[src/sv/smf_pkg.sv]
package smf_pkg;

	localparam int MAX_CHARS = 64;
	localparam int DEVICES = 4;
	localparam int GAP_COLS = 10;
	localparam int GLYPH_W = 8;
	localparam int GLYPH_ROWS = 8;
	localparam int NUM_GLYPHS = 18;
	localparam int MARGIN = GLYPH_W * DEVICES;
	localparam int MARGIN_CHARS = (MARGIN + GAP_COLS - 1) / GAP_COLS;
	localparam int BIAS = MARGIN_CHARS * GAP_COLS - MARGIN;
	localparam int POS_W = 10;
	localparam int ADDR_W = (MAX_CHARS > 1) ? $clog2(MAX_CHARS) : 1;
	localparam int LEN_W = $clog2(MAX_CHARS + 1);
	localparam int DEV_W = (DEVICES > 1) ? $clog2(DEVICES) : 1;
	localparam int ROW_W = $clog2(GLYPH_ROWS);
	localparam int OFF_W = $clog2(GAP_COLS);
	localparam int QMAX = (MARGIN + GAP_COLS * MAX_CHARS + MARGIN + BIAS) / GAP_COLS + 1;
	localparam int Q_W = $clog2(QMAX + 1);
	localparam int EXT_W = 2 * GAP_COLS;
	localparam int PAD_W = GAP_COLS - GLYPH_W;

	localparam logic [1:0] FN_APPEND = 2'd0;
	localparam logic [1:0] FN_FRAME = 2'd1;
	localparam logic [1:0] FN_CLEAR = 2'd2;

	localparam logic [7:0] GLYPHS [NUM_GLYPHS][GLYPH_ROWS] = '{
		'{8'h00, 8'h00, 8'h00, 8'h00, 8'h00, 8'h00, 8'h00, 8'h00},
		'{8'h3C, 8'h66, 8'hC3, 8'hC3, 8'hFF, 8'hC3, 8'hC3, 8'hC3},
		'{8'hFC, 8'hC6, 8'hC6, 8'hFC, 8'hC6, 8'hC6, 8'hC6, 8'hFC},
		'{8'h3E, 8'h60, 8'hC0, 8'hC0, 8'hC0, 8'hC0, 8'h60, 8'h3E},
		'{8'hF8, 8'hCC, 8'hC6, 8'hC6, 8'hC6, 8'hC6, 8'hCC, 8'hF8},
		'{8'hFF, 8'hC0, 8'hC0, 8'hFC, 8'hC0, 8'hC0, 8'hC0, 8'hFF},
		'{8'hFF, 8'hC0, 8'hC0, 8'hFC, 8'hC0, 8'hC0, 8'hC0, 8'hC0},
		'{8'h3E, 8'h60, 8'hC0, 8'hCE, 8'hC3, 8'h63, 8'h3E, 8'h00},
		'{8'hC3, 8'hC3, 8'hC3, 8'hFF, 8'hC3, 8'hC3, 8'hC3, 8'hC3},
		'{8'h3C, 8'h18, 8'h18, 8'h18, 8'h18, 8'h18, 8'h3C, 8'h00},
		'{8'h0E, 8'h06, 8'h06, 8'h06, 8'hC6, 8'hC6, 8'h7C, 8'h00},
		'{8'hC6, 8'hCC, 8'hD8, 8'hF0, 8'hF0, 8'hD8, 8'hCC, 8'hC6},
		'{8'hC0, 8'hC0, 8'hC0, 8'hC0, 8'hC0, 8'hC0, 8'hFF, 8'hFF},
		'{8'h81, 8'hC3, 8'hA5, 8'h99, 8'h81, 8'h81, 8'h81, 8'h81},
		'{8'h81, 8'hC1, 8'hA1, 8'h91, 8'h89, 8'h85, 8'h83, 8'h81},
		'{8'h3C, 8'h66, 8'hC3, 8'hC3, 8'hC3, 8'hC3, 8'h66, 8'h3C},
		'{8'hFC, 8'hC6, 8'hC6, 8'hFC, 8'hD8, 8'hCC, 8'hC6, 8'hC3},
		'{8'h81, 8'h81, 8'h81, 8'h81, 8'h99, 8'hA5, 8'hC3, 8'h81}
	};

	typedef struct packed {
		logic wr_en;
		logic [ADDR_W-1:0] wr_addr;
		logic [7:0] wr_data;
		logic rd_en;
		logic [ADDR_W-1:0] rd_addr_a;
		logic [ADDR_W-1:0] rd_addr_b;
	} mem_req_t;

	typedef struct packed {
		logic [ROW_W-1:0] row;
		logic [DEV_W-1:0] dev;
		logic [OFF_W-1:0] col_off;
		logic a_ok;
		logic b_ok;
		logic done;
	} word_t;

	function automatic logic [GLYPH_W-1:0] glyph_row(input logic [7:0] ch,
		input logic [ROW_W-1:0] row);
		logic [4:0] gi;
		gi = 5'd0;
		if (ch >= 8'h61 && ch <= 8'h6F) begin
			gi = 5'(ch - 8'h60);
		end else if (ch == 8'h72) begin
			gi = 5'd16;
		end else if (ch == 8'h77) begin
			gi = 5'd17;
		end
		return GLYPHS[gi][row];
	endfunction

endpackage

[src/sv/smf_text_mem.sv]
module smf_text_mem (
	input logic clk,
	input smf_pkg::mem_req_t req,
	output logic [7:0] rd_data_a,
	output logic [7:0] rd_data_b
);
	import smf_pkg::*;

	logic [7:0] mem [MAX_CHARS];

	always_ff @(posedge clk) begin
		if (req.wr_en) begin
			mem[req.wr_addr] <= req.wr_data;
		end
		if (req.rd_en) begin
			rd_data_a <= mem[req.rd_addr_a];
			rd_data_b <= mem[req.rd_addr_b];
		end
	end

endmodule

[src/sv/smf_sequencer.sv]
module smf_sequencer (
	input logic clk,
	input logic arst_n,
	input logic in_valid,
	input logic [1:0] func,
	input logic [7:0] char_code,
	output logic in_stall,
	input logic adv,
	output smf_pkg::mem_req_t req,
	output smf_pkg::word_t word_s1,
	output logic valid_s1
);
	import smf_pkg::*;

	logic [LEN_W-1:0] len_q;
	logic [POS_W-1:0] pos_q;
	logic [Q_W-1:0] pq_q;
	logic [OFF_W-1:0] pr_q;
	logic running_q;
	logic done_q;
	logic [ROW_W-1:0] row_q;
	logic [DEV_W-1:0] dev_q;
	logic [Q_W-1:0] fq_q;
	logic [OFF_W-1:0] fr_q;
	logic [Q_W-1:0] wq_q;
	logic [OFF_W-1:0] wr_q;

	logic acc;
	logic [POS_W:0] frames;
	logic [POS_W:0] pos_next;
	logic done_now;
	logic [Q_W-1:0] idx_a;
	logic [Q_W-1:0] idx_b;
	logic a_ok;
	logic b_ok;
	logic [OFF_W:0] step_sum;
	logic last_dev;

	assign in_stall = running_q;
	assign acc = in_valid && !running_q;
	assign frames = (POS_W + 1)'(MARGIN - 2) + ((POS_W + 1)'(len_q) << 3)
		+ ((POS_W + 1)'(len_q) << 1);
	assign pos_next = {1'b0, pos_q} + 1'b1;
	assign done_now = pos_next >= frames;

	assign idx_a = wq_q - Q_W'(MARGIN_CHARS);
	assign idx_b = idx_a + 1'b1;
	assign a_ok = (wq_q >= Q_W'(MARGIN_CHARS)) && (idx_a < Q_W'(len_q));
	assign b_ok = (wq_q + 1'b1 >= Q_W'(MARGIN_CHARS)) && (idx_b < Q_W'(len_q));
	assign step_sum = {1'b0, wr_q} + (OFF_W + 1)'(GLYPH_W);
	assign last_dev = dev_q == DEV_W'(DEVICES - 1);

	always_comb begin
		req.wr_en = acc && func == FN_APPEND && len_q < LEN_W'(MAX_CHARS);
		req.wr_addr = len_q[ADDR_W-1:0];
		req.wr_data = char_code;
		req.rd_en = running_q && adv;
		req.rd_addr_a = idx_a[ADDR_W-1:0];
		req.rd_addr_b = idx_b[ADDR_W-1:0];
	end

	always_ff @(posedge clk or negedge arst_n) begin
		if (!arst_n) begin
			len_q <= '0;
			pos_q <= '0;
			pq_q <= '0;
			pr_q <= OFF_W'(BIAS);
			running_q <= 1'b0;
			valid_s1 <= 1'b0;
		end else begin
			if (req.wr_en) begin
				len_q <= len_q + 1'b1;
			end
			if (acc && func == FN_CLEAR) begin
				len_q <= '0;
				pos_q <= '0;
				pq_q <= '0;
				pr_q <= OFF_W'(BIAS);
			end
			if (acc && func == FN_FRAME) begin
				running_q <= 1'b1;
				if (done_now) begin
					pos_q <= '0;
					pq_q <= '0;
					pr_q <= OFF_W'(BIAS);
				end else begin
					pos_q <= pos_next[POS_W-1:0];
					if (pr_q == OFF_W'(GAP_COLS - 1)) begin
						pr_q <= '0;
						pq_q <= pq_q + 1'b1;
					end else begin
						pr_q <= pr_q + 1'b1;
					end
				end
			end
			if (adv) begin
				valid_s1 <= running_q;
				if (running_q && last_dev && row_q == ROW_W'(GLYPH_ROWS - 1)) begin
					running_q <= 1'b0;
				end
			end
		end
	end

	always_ff @(posedge clk) begin
		if (acc && func == FN_FRAME) begin
			done_q <= done_now;
			row_q <= '0;
			dev_q <= '0;
			fq_q <= pq_q;
			fr_q <= pr_q;
			wq_q <= pq_q;
			wr_q <= pr_q;
		end else if (running_q && adv) begin
			if (last_dev) begin
				dev_q <= '0;
				row_q <= row_q + 1'b1;
				wq_q <= fq_q;
				wr_q <= fr_q;
			end else begin
				dev_q <= dev_q + 1'b1;
				if (step_sum >= (OFF_W + 1)'(GAP_COLS)) begin
					wr_q <= OFF_W'(step_sum - (OFF_W + 1)'(GAP_COLS));
					wq_q <= wq_q + 1'b1;
				end else begin
					wr_q <= step_sum[OFF_W-1:0];
				end
			end
		end
		if (adv) begin
			word_s1.row <= row_q;
			word_s1.dev <= dev_q;
			word_s1.col_off <= wr_q;
			word_s1.a_ok <= a_ok;
			word_s1.b_ok <= b_ok;
			word_s1.done <= done_q;
		end
	end

endmodule

[src/sv/smf_render.sv]
module smf_render (
	input logic clk,
	input logic arst_n,
	input logic adv,
	input logic valid_s1,
	input smf_pkg::word_t word_s1,
	input logic [7:0] rd_data_a,
	input logic [7:0] rd_data_b,
	output logic out_valid,
	output logic [3:0] row_address,
	output logic [7:0] row_pixels,
	output logic [1:0] device_slot,
	output logic latch_after,
	output logic frame_last,
	output logic scroll_done
);
	import smf_pkg::*;

	logic [GLYPH_W-1:0] ga;
	logic [GLYPH_W-1:0] gb;
	logic [EXT_W-1:0] ext;
	logic [EXT_W-1:0] shifted;
	logic last_dev;

	assign ga = word_s1.a_ok ? glyph_row(rd_data_a, word_s1.row) : '0;
	assign gb = word_s1.b_ok ? glyph_row(rd_data_b, word_s1.row) : '0;
	assign ext = {ga, PAD_W'(0), gb, PAD_W'(0)};
	assign shifted = ext << word_s1.col_off;
	assign last_dev = word_s1.dev == DEV_W'(DEVICES - 1);

	always_ff @(posedge clk or negedge arst_n) begin
		if (!arst_n) begin
			out_valid <= 1'b0;
		end else if (adv) begin
			out_valid <= valid_s1;
		end
	end

	always_ff @(posedge clk) begin
		if (adv) begin
			row_address <= 4'(word_s1.row) + 4'd1;
			row_pixels <= shifted[EXT_W-1 -: GLYPH_W];
			device_slot <= 2'(word_s1.dev);
			latch_after <= last_dev;
			frame_last <= last_dev && word_s1.row == ROW_W'(GLYPH_ROWS - 1);
			scroll_done <= word_s1.done;
		end
	end

endmodule

[src/sv/scrolling_text_marquee_framer_top.sv]
// Append and clear transfers leave the block ready again at once. A frame request puts
// out 32 row words, one per cycle while the output is not stalled, each registered in
// stage one and then at the output; the word walk reads two text characters per word
// from the dual-read store. Input stalls during the walk, which ends while words drain.
// Reset clears text length, scroll position and all valid flags; the text store is
// not cleared, since only characters below the text length are ever shown.
module scrolling_text_marquee_framer_top (
	input logic clk,
	input logic arst_n,
	input logic in_valid,
	output logic in_stall,
	input logic [1:0] func,
	input logic [7:0] char_code,
	output logic out_valid,
	input logic out_stall,
	output logic [3:0] row_address,
	output logic [7:0] row_pixels,
	output logic [1:0] device_slot,
	output logic latch_after,
	output logic frame_last,
	output logic scroll_done
);
	import smf_pkg::*;

	mem_req_t req;
	word_t word_s1;
	logic valid_s1;
	logic adv;
	logic [7:0] rd_data_a;
	logic [7:0] rd_data_b;

	assign adv = !(out_valid && out_stall);

	smf_sequencer u_seq (
		.clk(clk),
		.arst_n(arst_n),
		.in_valid(in_valid),
		.func(func),
		.char_code(char_code),
		.in_stall(in_stall),
		.adv(adv),
		.req(req),
		.word_s1(word_s1),
		.valid_s1(valid_s1)
	);

	smf_text_mem u_mem (
		.clk(clk),
		.req(req),
		.rd_data_a(rd_data_a),
		.rd_data_b(rd_data_b)
	);

	smf_render u_render (
		.clk(clk),
		.arst_n(arst_n),
		.adv(adv),
		.valid_s1(valid_s1),
		.word_s1(word_s1),
		.rd_data_a(rd_data_a),
		.rd_data_b(rd_data_b),
		.out_valid(out_valid),
		.row_address(row_address),
		.row_pixels(row_pixels),
		.device_slot(device_slot),
		.latch_after(latch_after),
		.frame_last(frame_last),
		.scroll_done(scroll_done)
	);

endmodule

[config.mk]
export PLATFORM = sky130hd
export DESIGN_NAME = scrolling_text_marquee_framer_top
export DESIGN_NICKNAME = d
export VERILOG_FILES = /design/src/sv/smf_pkg.sv /design/src/sv/smf_text_mem.sv /design/src/sv/smf_sequencer.sv /design/src/sv/smf_render.sv /design/src/sv/scrolling_text_marquee_framer_top.sv
export SDC_FILE = /design/constraint.sdc
export NUM_CORES = 1
export LEC_CHECK = 0
export ABC_AREA = 1
export ABC_CLOCK_PERIOD_IN_PS = 4100
export BUFFER_PORTS_ARGS = -buffer_cell sky130_fd_sc_hd__buf_2
export CORE_MARGIN = 2
export CORE_UTILIZATION = 30
export CTS_BUF_LIST = sky130_fd_sc_hd__clkbuf_8
export DETAILED_ROUTE_END_ITERATION = 8
export MAX_ROUTING_LAYER = met4
export SETUP_SLACK_MARGIN = 0.5
export SYNTH_ARGS = -nofsm -noshare
export SYNTH_HDL_FRONTEND = slang
export SYNTH_SLANG_ARGS = --single-unit
[constraint.sdc]
create_clock -name clk -period 4.1 [get_ports clk]
set_clock_uncertainty 0.15 [all_clocks]
set_input_delay 0.82 -clock clk [delete_from_list [all_inputs] [get_ports clk]]
set_output_delay 0.82 -clock clk [all_outputs]
set_load 0.01 [all_outputs]
---- Word-level counts from Yosys, hierarchy flattened ----
Memory sizes are Yosys's and may differ from the RTL's. A register that Yosys moved wholly into a read port is not among the register bits.
Index checks and enable logic that the tools add are counted.
operators by class
  add/sub/neg operators ................... 16
  multiply operators ...................... 0
  div/mod/pow operators ................... 0
  order comparisons ....................... 14
  equal/unequal tests ..................... 11
  shift operators ......................... 1
  multiplexer cells ....................... 45
  bitwise logic cells ..................... 3
  reductions and logical operators ........ 23
operators with widths
  kind                     count
  $mux W64                 4
  $mux W7                  10
  $bmux W8 S3              2
  $mux W8                  6
  $eq A8 B7 Y1 const B     4
  $mux W4                  8
  $mux W10                 3
  $mux W5                  6
  $add A7 B1 Y7 const B    4
  $shl A20 B4 Y20          1
  $ge A8 B7 Y1 const B     2
  $le A8 B7 Y1 const B     2
  $ge A7 B3 Y1 const B     2
  $logic_and A1 B1 Y1      14
  $lt A7 B7 Y1             2
  $ge A6 B6 Y1 const B     2
  $not A5 Y6               2
  $add A10 B1 Y11 const B  1
  $add A11 B8 Y11          1
  $add A5 B10 Y11 const A  1
  $ge A11 B11 Y1           1
  $sub A5 B1 Y5 const B    2
  $lt A7 B7 Y1 const B     1
  $sub A7 B3 Y7 const B    1
  20 further kinds         31
word-level totals
  register bits after elaboration ......... 88
  bits in latches ......................... 0
  RAM bits ................................ 512
  ROM bits ................................ 4096
  bits of input ports ..................... 14
  memories kept ........................... 3
memories
  memory            words  bits a word  read ports  clocked after memory_dff  wr ports  line               text
  (name not given)  32     64           1           0                         0         smf_pkg.sv:77      return GLYPHS[gi][row];
  (name not given)  32     64           1           0                         0         smf_pkg.sv:77
  u_mem.mem         64     8            2           2                         1         smf_text_mem.sv:9  logic [7:0] mem [MAX_CHARS];

---- Logic depth before layout (Yosys ltp) ----
  depth in word-level cells ............... 13
  depth in mapped cells ................... 25
  gate-level depth less buffers ........... 24

---- Cells and area by module ----
A second synthesis with hierarchy kept.
second synthesis, totals
  cell total of the unflattened synthesis .. 4428
  area total of the unflattened synthesis .. 36188.5 µm²
by module, submodules not included
  module                             instances  cells each  area each (µm²)
  smf_text_mem                       1          3008        26944.6
  smf_sequencer                      1          548         4630.7
  smf_render                         1          871         4609.4
  scrolling_text_marquee_framer_top  1          1           3.8

---- Least setup slack after synthesis ----
No wires, ideal clock.
  path kind ............................... register to register
  start ................................... reg u_seq.len_q[2]
  end ..................................... reg u_seq.pq_q[1]
  arrival time ............................ 3.420 ns
  data required time ...................... 3.849 ns
  slack ................................... 0.429 ns
  stages on the path, launching flop included .. 21
  clock period less this slack ............ 3.671 ns
  cell sequence ........................... dfrtp_1 clkinv_1 ha_1 inv_1 ha_1 nand3_1 nand2_1 a21oi_1 o21ai_0 a21oi_1 o21ai_0 xor2_1 ha_1 nand2_1 nor2_1 o211ai_1 o2111ai_1 nor2_1 inv_1 clkbuf_1 o32ai_1
on the way
  longest elaborated chain between the ends .. 5
ends and longest elaborated chain
  element                   line                 text
  start, declared           smf_sequencer.sv:15  logic [LEN_W-1:0] len_q;
  start signal, assigned    smf_sequencer.sv:72  len_q <= len_q + 1'b1;
  $add A5 B10 Y11           smf_sequencer.sv:41  assign frames = (POS_W + 1)'(MARGIN - 2) + ((POS_W + 1)'(len_q) << 3)
  $add A11 B8 Y11 (*)       smf_sequencer.sv:42  + ((POS_W + 1)'(len_q) << 1);
  $ge A11 B11 Y1 (*)        smf_sequencer.sv:44  assign done_now = pos_next >= frames;
  named net u_seq.done_now  smf_sequencer.sv:31  logic done_now;
  $mux W7 (*)               smf_sequencer.sv:82  if (done_now) begin
  $mux W7 (*)               smf_sequencer.sv:80  if (acc && func == FN_FRAME) begin
  end signal, assigned      smf_sequencer.sv:90  pq_q <= pq_q + 1'b1;
  end, declared             smf_sequencer.sv:17  logic [Q_W-1:0] pq_q;
Mark *: on every way through the listed nets, which the timed path passes. The rest lies on a longest branch.
A chain may end at the register's enable or synchronous reset.

---- Worst setup path in the final report ----
  start ................................... reg u_seq.len_q[1]
  end ..................................... reg u_seq.pos_q[9]
on the way
  longest elaborated chain between the ends .. 5
ends and longest elaborated chain
  element                   line                 text
  $add A5 B10 Y11           smf_sequencer.sv:41
  $add A11 B8 Y11 (*)       smf_sequencer.sv:42
  $ge A11 B11 Y1 (*)        smf_sequencer.sv:44
  named net u_seq.done_now  smf_sequencer.sv:31
  $mux W10 (*)              smf_sequencer.sv:82
  $mux W10 (*)              smf_sequencer.sv:80
  end signal, assigned      smf_sequencer.sv:87  pos_q <= pos_next[POS_W-1:0];
  end, declared             smf_sequencer.sv:16  logic [POS_W-1:0] pos_q;
Marks and branches as above.

==> impl_metrics.csv <==
group,metric,value,unit
outcome,outcome,"complete, no violations",
global_route,overflow,0,
synthesis,synth_top_area_cell,"edfxtp_1",
clock_tree,numCtsBuffers,106,
pwr,p_per_area,816,mW/mm^2
route,first_pass_iters,5,
hold_path,worstHoldStart,"u_seq.word_s1[0]",
pwr,p_leak,15.0,nW
cells_and_area,fin_nets,4007,
pwr,p_total,0.0319,W
global_route,grt_pass1_wl,166,mm
place,io_buffer_count,32,
floorplan,rows,124,
hold_path,whs_path_depth,0,
timing,slew_headroom,27.9,%
clock_tree,cts_buffer_depth,3,
critical_path,criticalPathCategory,"register to register",
synthesis,yosysTopAreaCellShare,50.7,%
timing,hold_viol,0,
synthesis,ys.flop_type,"edfxtp_1",
route,vias,29463,
timing,rsz0062_at_grt,"yes",
floorplan,core_area,0.114,mm^2
clock_tree,htree_levels,3,
timing,fmax,293,MHz
timing,max_slew.worst_pin.slew,1.08,ns
global_route,grt_usage,18.8,%
critical_path,cp.required,4.61,ns
route,ant_nets,0,
cells_and_area,area_growth,13.9,%
floorplan,fp.dieH,343,um
synthesis,synth_area_leaders,"edfxtp_1, o21ai_0, nand3_1",
timing,slew_viol_final,0,
floorplan,die_width,343,um
timing,min_period_over_period,83.2,%
synthesis,ys_seq_area_share,53.2,%
synthesis,synth_area,0.0344,mm^2
place,place_congestion,0.935,
synthesis,synth_seq_cells,616,
synthesis,ys_warn_count,0,
critical_path,start_kind,"register",
route,viasPerCell,5.33,
synthesis,syn_area_per_cell,8.90,um^2
pwr,ir_worst_vdd,856,uV
run,drv_cap,0,
synthesis,synth_edf_count,580,
global_route,antenna_found_initial,2,
timing,tns,0,ns
synthesis,synth_common_cells,"edfxtp_1, nand2_1, o21ai_0, nand3_1, a21oi_1",
floorplan,initial_utilization,30.1,%
route,wl_per_cell,19.9,um
critical_path,worstPathArrival,3.92,ns
cells_and_area,multi_input_area,0.0137,mm^2
cells_and_area,nFillCells,11745,
route,drc,0,
route,drtIter0Drc,3279,
clock_tree,clkLatencyLatePin,0.78,ns
cells_and_area,register_area,0.0183,mm^2
synthesis,synthMostInstantiatedCell,"edfxtp_1",
clock_tree,cts_root_buffer,"clkbuf_8",
cells_and_area,layout-drive-gt1-share,11.3,%
critical_path,crit_path_end_kind,"register",
critical_path,r2r_end,"u_seq.pos_q[9]",
critical_path,r2r_setup_slack,0.69,ns
global_route,first_global_vias,27770,
clock_tree,clkSinkCount,616,
clock_tree,cts_tree,"done",
synthesis,ys_types,53,
critical_path,worstRegToRegCells,20,
global_route,grt_max_degree,229,
synthesis,synthCells,3861,
synthesis,ys_async_sr_fraction,5.03,%
route,drt_wl_total,110,mm
floorplan,die-area,0.117,mm^2
hold_path,hold_class,"register to register",
timing,timing.final.crit_period,3.41,ns
synthesis,synthesis.nets,3938,
timing,setup_viol,0,
floorplan,io_pins,33,
place,dp_hpwl,70.2,mm
critical_path,reg2reg_from,"u_seq.len_q[1]",
hold_path,holdPathEnd,"u_render.scroll_done",
clock_tree,path_clk_slew,0.07,ns
critical_path,crit_path_max_fanout,6,
cells_and_area,n_antenna_cell,0,
[critical path, cell delays in order (launching register included)]
cell and delay [ns]:
dfrtp_1 0.38, inv_1 0.12, ha_4 0.21, inv_2 0.07, ha_4 0.21, a21oi_2 0.13, nand2_2 0.09, a21oi_2 0.15
o21ai_2 0.09, a21oi_1 0.12, o21ai_1 0.09, xor2_1 0.15, ha_1 0.29, nand2_2 0.08, nor2_1 0.06, o211ai_1 0.11
o2111ai_2 0.16, nor2_2 0.19, clkinvlp_4 0.20, buf_6 0.17, o22ai_1 0.11
[logic make-up after synthesis]
logic type                 share of synthesized area [%]
adders and majority gates                           2.31
muxes                                             0.0582
and+or+nand+nor                                     17.5
buffers and inverters                               7.47
AOI/OAI and AO/OA                                   18.8
DFF                                                 53.2
xor gates and xnor gates                           0.633
[worst max path at each step]
stage / from / end / slack, ns / cells after the start
final: u_seq.len_q[1] / u_seq.pos_q[9] / 0.69 / 20
after global routing: u_seq.len_q[1] / u_seq.pq_q[6] / 0.46 / 20
after CTS: u_seq.len_q[1] / u_seq.pos_q[9] / 0.52 / 20
after detailed placement: u_seq.len_q[0] / u_seq.pq_q[2] / 0.31 / 19
after global placement: u_seq.len_q[0] / u_seq.pq_q[2] / 0.33 / 19
after floorplan: u_seq.len_q[2] / u_seq.pq_q[1] / 0.52 / 20
[what timing repair did]
| item | 4_1_cts | 5_1_grt |
|---|---|---|
| setup buffers | 8 | 19 |
| endpoints found under the setup margin | 26 | 30 |
| hold endpoints to repair | 28 | 0 |
| pin swaps | 1 | 15 |
| resized for setup | 9 | 37 |
| hold buffers | 1 | 0 |
[final cells by class]
| type | instances | area share, % |
|---|---|---|
| Tap cell | 1512 | 4.83 |
| Inverter | 373 | 3.62 |
| Clock inverter | 84 | 1.11 |
| Timing Repair Buffer | 229 | 4.72 |
| Sequential cell | 616 | 46.7 |
| Clock buffer | 112 | 3.94 |
| Multi-Input combinational cell | 2604 | 35.0 |
[per-layer routing]
| metal | vias up | global-route usage, % | share of wire (%) |
|---|---|---|---|
| met5 | - | - | 0 |
| met4 | 0 | 6.24 | 3.1 |
| met3 | 213 | 3.28 | 7.5 |
| met2 | 1152 | 28.8 | 45 |
| met1 | 14188 | 25.1 | 44 |
| li1 | 13910 | - | - |
[flip-flops by register name (all words and copies together) (netlist names), 2 cells and up]
signal,flops
u_render.row_address,4
u_seq.fq_q,7
u_seq.pos_q,10
u_mem.mem,512
u_mem.rd_data_a,8
u_seq.dev_q,2
u_seq.fr_q,4
u_seq.wr_q,4
u_seq.pq_q,7
u_render.row_pixels,8
u_seq.pr_q,4
u_seq.row_q,3
u_seq.len_q,7
u_mem.rd_data_b,8
u_seq.word_s1,12
u_seq.wq_q,7
u_render.device_slot,2
[cell usage in the layout, fill, tap and decap left out, types with 10 or more instances in the layout]
master	count
a21oi_1	400
buf_12	15
buf_2	32
buf_4	176
clkbuf_8	112
clkinv_1	35
clkinv_2	12
dfrtp_1	27
edfxtp_1	580
ha_1	54
inv_1	383
inv_2	15
nand2_1	542
nand2_2	16
nand3_1	498
nand3_2	10
nand4_1	40
nor2_1	206
nor2_2	12
nor3_1	10
o211ai_1	170
o21ai_0	519
o221ai_1	24
o22ai_1	10
xor2_1	17
[report_power, final]
group / internal, W / switching (W) / total (W)
logic: 0.00568 / 0.0131 / 0.0187
clock network: 0.00262 / 0.00269 / 0.00530
registers: 0.00752 / 0.000376 / 0.00789
total: 0.0158 / 0.0161 / 0.0319
[through the flow]
| stage | utilization [%] | instance area (um^2) | instances | hold slack, ns | worst slack (ns) |
|---|---|---|---|---|---|
| after floorplan | - | 34400 | 3861 | 0.250 | 0.518 |
| after global placement | 32.2 | 36800 | 5306 | 0.260 | 0.334 |
| after detailed placement | 32.2 | 36800 | 5306 | 0.267 | 0.312 |
| after CTS | 34.1 | 38800 | 5511 | 0.281 | 0.521 |
| after global routing | 34.3 | 39100 | 5530 | 0.308 | 0.457 |
| final | 34.3 | 39100 | 5530 | 0.284 | 0.687 |
No activity file was read; power rests on OpenSTA's default activity.
